### config.mk
export PLATFORM = sky130hd
export DESIGN_NAME = counter_based_random_word
export DESIGN_NICKNAME = d
export VERILOG_FILES = /design/src/design/crw_pkg.sv /design/src/design/crw_load.sv /design/src/design/crw_stage.sv /design/src/design/counter_based_random_word.sv
export VERILOG_INCLUDE_DIRS = /design/src /design/src/design
export SDC_FILE = /design/constraint.sdc
export NUM_CORES = 1
export LEC_CHECK = 0
export BUFFER_PORTS_ARGS = -buffer_cell sky130_fd_sc_hd__buf_2
export CORE_MARGIN = 4
export CORE_UTILIZATION = 45
export CTS_CLUSTER_DIAMETER = 120
export DETAILED_ROUTE_END_ITERATION = 12
export PLACE_DENSITY = 0.7
export RECOVER_POWER = 100
export SLEW_MARGIN = 30
export SYNTH_ARGS = -nofsm -noshare
export SYNTH_HDL_FRONTEND = slang
export SYNTH_SLANG_ARGS = --single-unit
export TNS_END_PERCENT = 1
### constraint.sdc
create_clock -name clk_i -period 7.98 [get_ports clk_i]
set_input_delay 1.197 -clock clk_i [delete_from_list [all_inputs] [get_ports clk_i]]
set_output_delay 1.197 -clock clk_i [all_outputs]
set_load 0.1 [all_outputs]
### src/design/counter_based_random_word_assert.svh
// assertion macros for the counter based random word design
`ifndef COUNTER_BASED_RANDOM_WORD_ASSERT_SVH
`define COUNTER_BASED_RANDOM_WORD_ASSERT_SVH

// same-cycle implication, checked on every rising clock edge out of reset
`define CRW_ASSERT_NOW(lbl, ante, cons) \
  lbl: assert property (@(posedge clk_i) disable iff (!rst_ni) (ante) |-> (cons)) \
    else $error("crw assertion failed");

// next-cycle implication
`define CRW_ASSERT_NEXT(lbl, ante, cons) \
  lbl: assert property (@(posedge clk_i) disable iff (!rst_ni) (ante) |=> (cons)) \
    else $error("crw assertion failed");

`endif

### src/design/crw_pkg.sv
// types, constants and mixing functions of the counter based random word block
`timescale 1ns / 1ps

package crw_pkg;

  localparam int unsigned WordW    = 32;
  localparam int unsigned NumWords = 6;
  localparam int unsigned CtrW     = 64;
  localparam int unsigned CfgIdxW  = 3;

  typedef logic [WordW-1:0] word_t;
  typedef logic [NumWords-1:0][WordW-1:0] state_t;

  // configuration register indexes
  typedef enum logic [CfgIdxW-1:0] {
    CfgKey0 = 3'd0,
    CfgKey1 = 3'd1,
    CfgKey2 = 3'd2,
    CfgKey3 = 3'd3,
    CfgKey4 = 3'd4,
    CfgKey5 = 3'd5
  } cfg_idx_e;

  // one third of the mixing round per pipeline stage
  typedef enum logic [1:0] {
    PhaseA,
    PhaseB,
    PhaseC
  } phase_e;

  localparam int unsigned Rot7  = 7;
  localparam int unsigned Rot9  = 9;
  localparam int unsigned Rot12 = 12;
  localparam int unsigned Rot13 = 13;
  localparam int unsigned Rot18 = 18;

  function automatic word_t rotl(word_t x, int unsigned s);
    return (x << s) | (x >> (WordW - s));
  endfunction

  function automatic word_t add_sub(word_t a, word_t b, logic sub);
    return sub ? word_t'(a - b) : word_t'(a + b);
  endfunction

  // nine steps of one phase of the round: three rotations, three add/subtract, three xor chains
  function automatic state_t mix_phase(state_t s, phase_e ph);
    state_t      w;
    int unsigned r0;
    int unsigned r2;
    int unsigned r4;
    logic        sub1;
    logic        sub3;
    logic        sub5;
    w = s;
    case (ph)
      PhaseA: begin
        r0 = Rot7;  r2 = Rot9;  r4 = Rot13;
        sub1 = 1'b1; sub3 = 1'b0; sub5 = 1'b0;
      end
      PhaseB: begin
        r0 = Rot18; r2 = Rot7;  r4 = Rot9;
        sub1 = 1'b0; sub3 = 1'b1; sub5 = 1'b0;
      end
      default: begin
        r0 = Rot13; r2 = Rot18; r4 = Rot12;
        sub1 = 1'b0; sub3 = 1'b0; sub5 = 1'b1;
      end
    endcase
    w[0] = rotl(w[0], r0);
    w[1] = add_sub(w[1], w[0], sub1);
    w[2] = rotl(w[2] ^ w[1], r2);
    w[3] = add_sub(w[3], w[2], sub3);
    w[4] = rotl(w[4] ^ w[3], r4);
    w[5] = add_sub(w[5], w[4], sub5);
    w[0] = w[0] ^ w[5];
    return w;
  endfunction

endpackage

### src/design/crw_load.sv
// key registers and first pipeline stage: key load and counter injection
`timescale 1ns / 1ps

module crw_load (
  input  logic                                clk_i,
  input  logic                                rst_ni,
  input  logic                                cfg_we_i,
  input  logic [crw_pkg::CfgIdxW-1:0]         cfg_idx_i,
  input  logic [crw_pkg::WordW-1:0]           cfg_wdata_i,
  input  logic                                valid_i,
  output logic                                ready_o,
  input  logic [crw_pkg::CtrW-1:0]            counter_value_i,
  input  logic                                last_i,
  output logic                                valid_o,
  input  logic                                ready_i,
  output crw_pkg::state_t                     state_o,
  output logic                                last_o
);

  crw_pkg::word_t  key_q [crw_pkg::NumWords];
  crw_pkg::state_t state_d;
  crw_pkg::state_t state_q;
  crw_pkg::word_t  ctr_lo;
  crw_pkg::word_t  ctr_hi;
  logic            valid_q;
  logic            last_q;

  always_ff @(posedge clk_i or negedge rst_ni) begin
    if (!rst_ni) begin
      for (int i = 0; i < crw_pkg::NumWords; i++) begin
        key_q[i] <= '0;
      end
    end else if (cfg_we_i) begin
      unique case (cfg_idx_i)
        crw_pkg::CfgKey0: key_q[0] <= cfg_wdata_i;
        crw_pkg::CfgKey1: key_q[1] <= cfg_wdata_i;
        crw_pkg::CfgKey2: key_q[2] <= cfg_wdata_i;
        crw_pkg::CfgKey3: key_q[3] <= cfg_wdata_i;
        crw_pkg::CfgKey4: key_q[4] <= cfg_wdata_i;
        crw_pkg::CfgKey5: key_q[5] <= cfg_wdata_i;
        default: ;
      endcase
    end
  end

  assign ctr_lo = counter_value_i[crw_pkg::WordW-1:0];
  assign ctr_hi = counter_value_i[crw_pkg::CtrW-1:crw_pkg::WordW];

  always_comb begin
    state_d[0] = crw_pkg::word_t'(key_q[0] + ctr_lo);
    state_d[1] = key_q[1] ^ ctr_lo;
    state_d[2] = crw_pkg::word_t'(key_q[2] + ctr_hi);
    state_d[3] = key_q[3] ^ ctr_hi;
    state_d[4] = key_q[4];
    state_d[5] = key_q[5];
  end

  assign ready_o = !valid_q || ready_i;

  always_ff @(posedge clk_i or negedge rst_ni) begin
    if (!rst_ni) begin
      valid_q <= 1'b0;
    end else if (ready_o) begin
      valid_q <= valid_i;
    end
  end

  always_ff @(posedge clk_i) begin
    if (valid_i && ready_o) begin
      state_q <= state_d;
      last_q  <= last_i;
    end
  end

  assign valid_o = valid_q;
  assign state_o = state_q;
  assign last_o  = last_q;

endmodule

### src/design/crw_stage.sv
// one mixing pipeline stage: a third of the round and its register
`timescale 1ns / 1ps

module crw_stage (
  input  logic            clk_i,
  input  logic            rst_ni,
  input  crw_pkg::phase_e phase_i,
  input  logic            valid_i,
  output logic            ready_o,
  input  crw_pkg::state_t state_i,
  input  logic            last_i,
  output logic            valid_o,
  input  logic            ready_i,
  output crw_pkg::state_t state_o,
  output logic            last_o
);

  crw_pkg::state_t state_d;
  crw_pkg::state_t state_q;
  logic            valid_q;
  logic            last_q;

  assign state_d = crw_pkg::mix_phase(state_i, phase_i);

  // the register may take a new transfer when empty or when it drains this cycle
  assign ready_o = !valid_q || ready_i;

  always_ff @(posedge clk_i or negedge rst_ni) begin
    if (!rst_ni) begin
      valid_q <= 1'b0;
    end else if (ready_o) begin
      valid_q <= valid_i;
    end
  end

  always_ff @(posedge clk_i) begin
    if (valid_i && ready_o) begin
      state_q <= state_d;
      last_q  <= last_i;
    end
  end

  assign valid_o = valid_q;
  assign state_o = state_q;
  assign last_o  = last_q;

endmodule

### src/design/counter_based_random_word.sv
// Counter based random word generator. Each transfer on the input side carries a
// 64-bit counter and yields one 32-bit word mixed from the six key words written over
// the configuration port (indexes 0 to 5; other indexes are ignored), together with
// a copy of the last flag. Unless stalled, the pipeline takes one counter per cycle
// and delivers one word per cycle; each word passes through five registers: one stage
// for key load and counter injection (filled at the edge that takes its counter),
// three stages of the mixing round (three dependent 32-bit add or subtract steps
// each) and the output register. Stalls back up stage by stage without loss. Write
// the key only while no transfer is in flight.
`timescale 1ns / 1ps

module counter_based_random_word (
  input  logic                        clk_i,
  input  logic                        rst_ni,
  input  logic                        cfg_we_i,
  input  logic [crw_pkg::CfgIdxW-1:0] cfg_idx_i,
  input  logic [crw_pkg::WordW-1:0]   cfg_wdata_i,
  input  logic                        in_valid_i,
  output logic                        in_stall_o,
  input  logic [crw_pkg::CtrW-1:0]    counter_value_i,
  input  logic                        last_in_i,
  output logic                        out_valid_o,
  input  logic                        out_stall_i,
  output logic [crw_pkg::WordW-1:0]   random_word_o,
  output logic                        last_out_o
);

  `include "counter_based_random_word_assert.svh"

  localparam int unsigned NumStages = 4;

  logic            valid [NumStages];
  logic            ready [NumStages+1];
  crw_pkg::state_t state [NumStages];
  logic            last  [NumStages];

  logic            out_valid_q;
  crw_pkg::word_t  word_q;
  logic            last_q;

  crw_load u_load (
    .clk_i           (clk_i),
    .rst_ni          (rst_ni),
    .cfg_we_i        (cfg_we_i),
    .cfg_idx_i       (cfg_idx_i),
    .cfg_wdata_i     (cfg_wdata_i),
    .valid_i         (in_valid_i),
    .ready_o         (ready[0]),
    .counter_value_i (counter_value_i),
    .last_i          (last_in_i),
    .valid_o         (valid[0]),
    .ready_i         (ready[1]),
    .state_o         (state[0]),
    .last_o          (last[0])
  );

  crw_stage u_stage_a (
    .clk_i   (clk_i),
    .rst_ni  (rst_ni),
    .phase_i (crw_pkg::PhaseA),
    .valid_i (valid[0]),
    .ready_o (ready[1]),
    .state_i (state[0]),
    .last_i  (last[0]),
    .valid_o (valid[1]),
    .ready_i (ready[2]),
    .state_o (state[1]),
    .last_o  (last[1])
  );

  crw_stage u_stage_b (
    .clk_i   (clk_i),
    .rst_ni  (rst_ni),
    .phase_i (crw_pkg::PhaseB),
    .valid_i (valid[1]),
    .ready_o (ready[2]),
    .state_i (state[1]),
    .last_i  (last[1]),
    .valid_o (valid[2]),
    .ready_i (ready[3]),
    .state_o (state[2]),
    .last_o  (last[2])
  );

  crw_stage u_stage_c (
    .clk_i   (clk_i),
    .rst_ni  (rst_ni),
    .phase_i (crw_pkg::PhaseC),
    .valid_i (valid[2]),
    .ready_o (ready[3]),
    .state_i (state[2]),
    .last_i  (last[2]),
    .valid_o (valid[3]),
    .ready_i (ready[4]),
    .state_o (state[3]),
    .last_o  (last[3])
  );

  // output register
  assign ready[4] = !out_valid_q || !out_stall_i;

  always_ff @(posedge clk_i or negedge rst_ni) begin
    if (!rst_ni) begin
      out_valid_q <= 1'b0;
    end else if (ready[4]) begin
      out_valid_q <= valid[3];
    end
  end

  always_ff @(posedge clk_i) begin
    if (valid[3] && ready[4]) begin
      word_q <= state[3][0] ^ state[3][3];
      last_q <= last[3];
    end
  end

  assign in_stall_o    = !ready[0];
  assign out_valid_o   = out_valid_q;
  assign random_word_o = word_q;
  assign last_out_o    = last_q;

  // the input stalls only when every register of the pipeline is occupied
  `CRW_ASSERT_NOW(a_stall_only_full, in_stall_o,
                  valid[0] && valid[1] && valid[2] && valid[3] && out_valid_q)
  // a drained output never backs up to the input
  `CRW_ASSERT_NOW(a_no_stall_when_drained, !out_stall_i, !in_stall_o)
  // a word leaving the last mixing stage lands in the output register
  `CRW_ASSERT_NEXT(a_last_stage_moves, valid[3] && ready[4], out_valid_q)
  // an accepted counter always occupies the first stage next cycle
  `CRW_ASSERT_NEXT(a_input_lands, in_valid_i && !in_stall_o, valid[0])

endmodule

==> metrics.md <==
| Metric | Value |
|---|---|
| Status | complete, but fails checks |
| Failing checks | capacitance limit, slew limit, setup timing |
| DR vias | 34416 |
| Die H | 332.5 um |
| Main synth FF type | edfxtp_1 |
| Die Span X | 332.5 um |
| Area leader, netlist | edfxtp_1 |
| Crit start category | flip-flop |
| GR Overflow Total | 0 |
| Max-slew headroom | -1.830 |
| Global Route Usage Sum | 0.2717 |
| Fillers | 8411 |
| Final setup vio count | 29 |
| TritonCTS Buffers | 94 |
| Skew final | 0.03226 ns |
| Post-synthesis cell count | 3755 |
| Hold Startpoint | u_load.last_o$_DFFE_PP_ |
| Post-Syn Area | 47380 um^2 |
| Slew Viols, Final | 945 |
| Num ports | 140 |
| Crit-path slowest cell | a221o_1 |
| Vias in the first global route | 33958 |
| Crit share post-route | 1.026 |
| WHS Endpoint | u_stage_a.last_o$_DFFE_PP_ |
| CP peak stage delay | 0.41 ns |
| Drt pass-1 iters | 5 |
| Remaining DRCs | 0 |
| Final WL | 153.9 mm |
| Drt initial violations | 2782 |
| Multi-input gate area | 22970 um^2 |
| Placed Cells | 6042 |
| Final Hold Viols | 0 |
| Clk slew on worst S/H paths | 0.07 ns |
| Number of synthesized register bits | 874 |
| Fmax | 122.1 MHz |
| Layout cells sized above 1 | 0.3031 |
| Post-synth EDFFs | 677 |
| Root Driver | clkbuf_16 |
| Crit path DAT | 8.61 ns |
| R2R cell count | 39 |
| Worst skew pair latency | 0.70 ns |
| Syn avg cell area | 12.62 um^2 |
| CTS Sinks | 874 |
| Initial Utilization | 0.4552 |
| Register area | 25260 um^2 |
| H-tree depth | 3 |
| Worst Tran Pin Value | 4.245 ns |
| Crit path max fanout | 4 |
| Site Rows | 118 |
| Tmin final | 8.188 ns |
| Critical path type | reg2reg |
| CP dominant cell by count | a21o_1 |
| Average routed wire per standard cell | 24.48 um |
| Reg2reg setup slack | -0.21 ns |
| CTS tree | done |
| Unrepaired setup endpoints after global routing | yes |
| Reg-to-Reg End | u_stage_c.state_o[30]$_DFFE_PP_ |
| Kind of cell adding the most delay to the critical path | compound AO/OA/AOI/OAI gates |
| First-pass GRT wire length | 220.5 mm |
| I/O Buffers | 139 |
| Die ar. | 110500 um^2 |
| Antenna violations before repair | 6 |
| Top cells by area, synth | edfxtp_1 (43%), dfrtp_1 (10%), ha_1 (9.2%), xor2_1 (6.9%), xnor2_1 (6.0%) |
| Clock buffer depth | 3 |
| Most frequent cell after synthesis | edfxtp_1 |
| Hold Path Class | reg2reg |
| Synth Net Count | 4218 |
| Post-synthesis sequential area ratio | 0.5332 |
| Post-route antenna net violation count | 0 |
| WP data required | 8.41 ns |
| Core area | 104100 um^2 |
| Final-stage net count | 5285 |
| Hold Path Depth | 0 |
| Vias per cell | 5.477 |
| Routability cong. | 1.051 |
| Syn. warnings | 0 |
| CP Buf/Inv Count | 5 |
| Crit path setup slack, layout | -0.2081 ns |
| Placed wire-length estimate | 123.7 mm |
| Top cells by count, synth | edfxtp_1 (677), xor2_1 (372), ha_1 (347), xnor2_1 (326), a21oi_1 (262) |
| Crit. End Element | flip-flop |
| Largest net degree at the start of global routing | 165 |
| Worst reg2reg path startpoint | u_stage_b.state_o[32]$_DFFE_PP_ |
| Top cell type's share of synthesized area | 0.4291 |
| Async set-reset flop share out of synthesis | 0.2254 |
| Unique masters post-synth | 86 |
| Area grow syn2layout | 28.37% |
| Post-Layout Cell Count | 6284 |
| Max-cap viol count | 18 |
[timing repair]
item | in CTS | in global routing
endpoints found under the setup margin | 99 | 112
pin swaps | 80 | 188
gates cloned | 0 | 0
gates resized for setup | 130 | 160
hold buffers | 0 | 0
setup buffers | 29 | 39
endpoints found under the hold margin | 0 | 0
[cells by family (layout without fill, tap and decap cells)]
group                      after synthesis  count (layout)  synth area share
buffers and inverters                  181            1329           0.01434
DFF                                    874             874            0.5332
and+or+nand+nor                        604             604           0.06275
adders and majority gates              358             358           0.09629
AOI/OAI and AO/OA                      845             845            0.1174
muxes                                  191             191           0.04545
other                                    0               1                 0
xor gates and xnor gates               702             702            0.1305
[worst max-delay path by stage]
stage,end,cells after the start,start,slack [ns]
4_1_cts,u_stage_a.state_o[19]$_DFFE_PP_,42,u_load.state_o[32]$_DFFE_PP_,-0.35
2_1_floorplan,u_stage_c.state_o[28]$_DFFE_PP_,37,u_stage_b.state_o[19]$_DFFE_PP_,0.09
3_3_place_gp,u_stage_a.state_o[20]$_DFFE_PP_,41,u_load.state_o[25]$_DFFE_PP_,-0.85
6_report,u_stage_c.state_o[30]$_DFFE_PP_,39,u_stage_b.state_o[32]$_DFFE_PP_,-0.21
5_1_grt,u_stage_c.state_o[30]$_DFFE_PP_,40,u_stage_b.state_o[19]$_DFFE_PP_,-0.50
3_5_place_dp,u_stage_a.state_o[19]$_DFFE_PP_,41,u_load.state_o[25]$_DFFE_PP_,-0.91
[area by class of cell]
cell class / instances / area share
Sequential cell: 874 / 0.4153
Multi-Input combinational cell: 2700 / 0.3777
Timing Repair Buffer: 1011 / 0.1156
Clock buffer: 114 / 0.04129
Tap cell: 1380 / 0.02839
Clock inverter: 63 / 0.01288
Inverter: 141 / 0.008703
Antenna cell: 1 / 0.00004115
[placed cells by master (no fill, tap or decap), drive strengths merged, types with 40 or more instances in the layout]
cell and count:
nand3 50, nand2 133, mux2 190, nor3 50, dfrtp 197, o21ai 146, xnor2 328, nand2b 44
inv 148, ha 347, o21a 47, nor2 160, buf 869, nor2b 40, xor2 373, a21o 169
a21oi 265, edfxtp 677, clkbuf 255
[layer usage]
layer / wire length, um / vias to the layer above / part of all wire / GRT usage
met5: 13 / - / 0.000084 / 0
met3: 9539 / 362 / 0.062 / 0.03284
li1: - / 15998 / - / -
met2: 70880 / 1356 / 0.46 / 0.4420
met4: 11670 / 2 / 0.076 / 0.1641
met1: 61750 / 16698 / 0.40 / 0.3496
[registers in the layout, summed over array words and instances (netlist names), 32 cells and up]
| name | cells |
|---|---|
| u_stage_a.state_o | 192 |
| u_stage_c.state_o | 64 |
| u_load.state_o | 192 |
| random_word_o | 32 |
| u_load.key_q | 192 |
| u_stage_b.state_o | 192 |
[per-stage QoR]
step                  util  instance area (um^2)  hold WS [ns]  setup TNS (ns)  setup slack (ns)
CTS                 0.5767                 60020        0.4236          -4.425           -0.3486
global route        0.5843                 60820        0.4262          -19.51           -0.5042
detailed placement  0.5360                 55790        0.4080          -41.07           -0.9093
floorplan                -                 47380        0.4003               0           0.09489
global placement    0.5358                 55770        0.4023          -29.93           -0.8521
finish              0.5843                 60820        0.4208          -2.419           -0.2081
[worst register-to-register path, delay by kind of cell, from the launching register on]
kind / cells / cell delay (ns)
adders and majority gates: 5 / 1.48
buffers and inverters: 5 / 0.72
AOI/OAI and AO/OA: 19 / 3.94
and+or+nand+nor: 6 / 0.76
xor gates and xnor gates: 4 / 0.65
DFF: 1 / 0.39
Power is not shown: default switching activity piles up to over one toggle a cycle in this logic, so the estimate is an artifact.
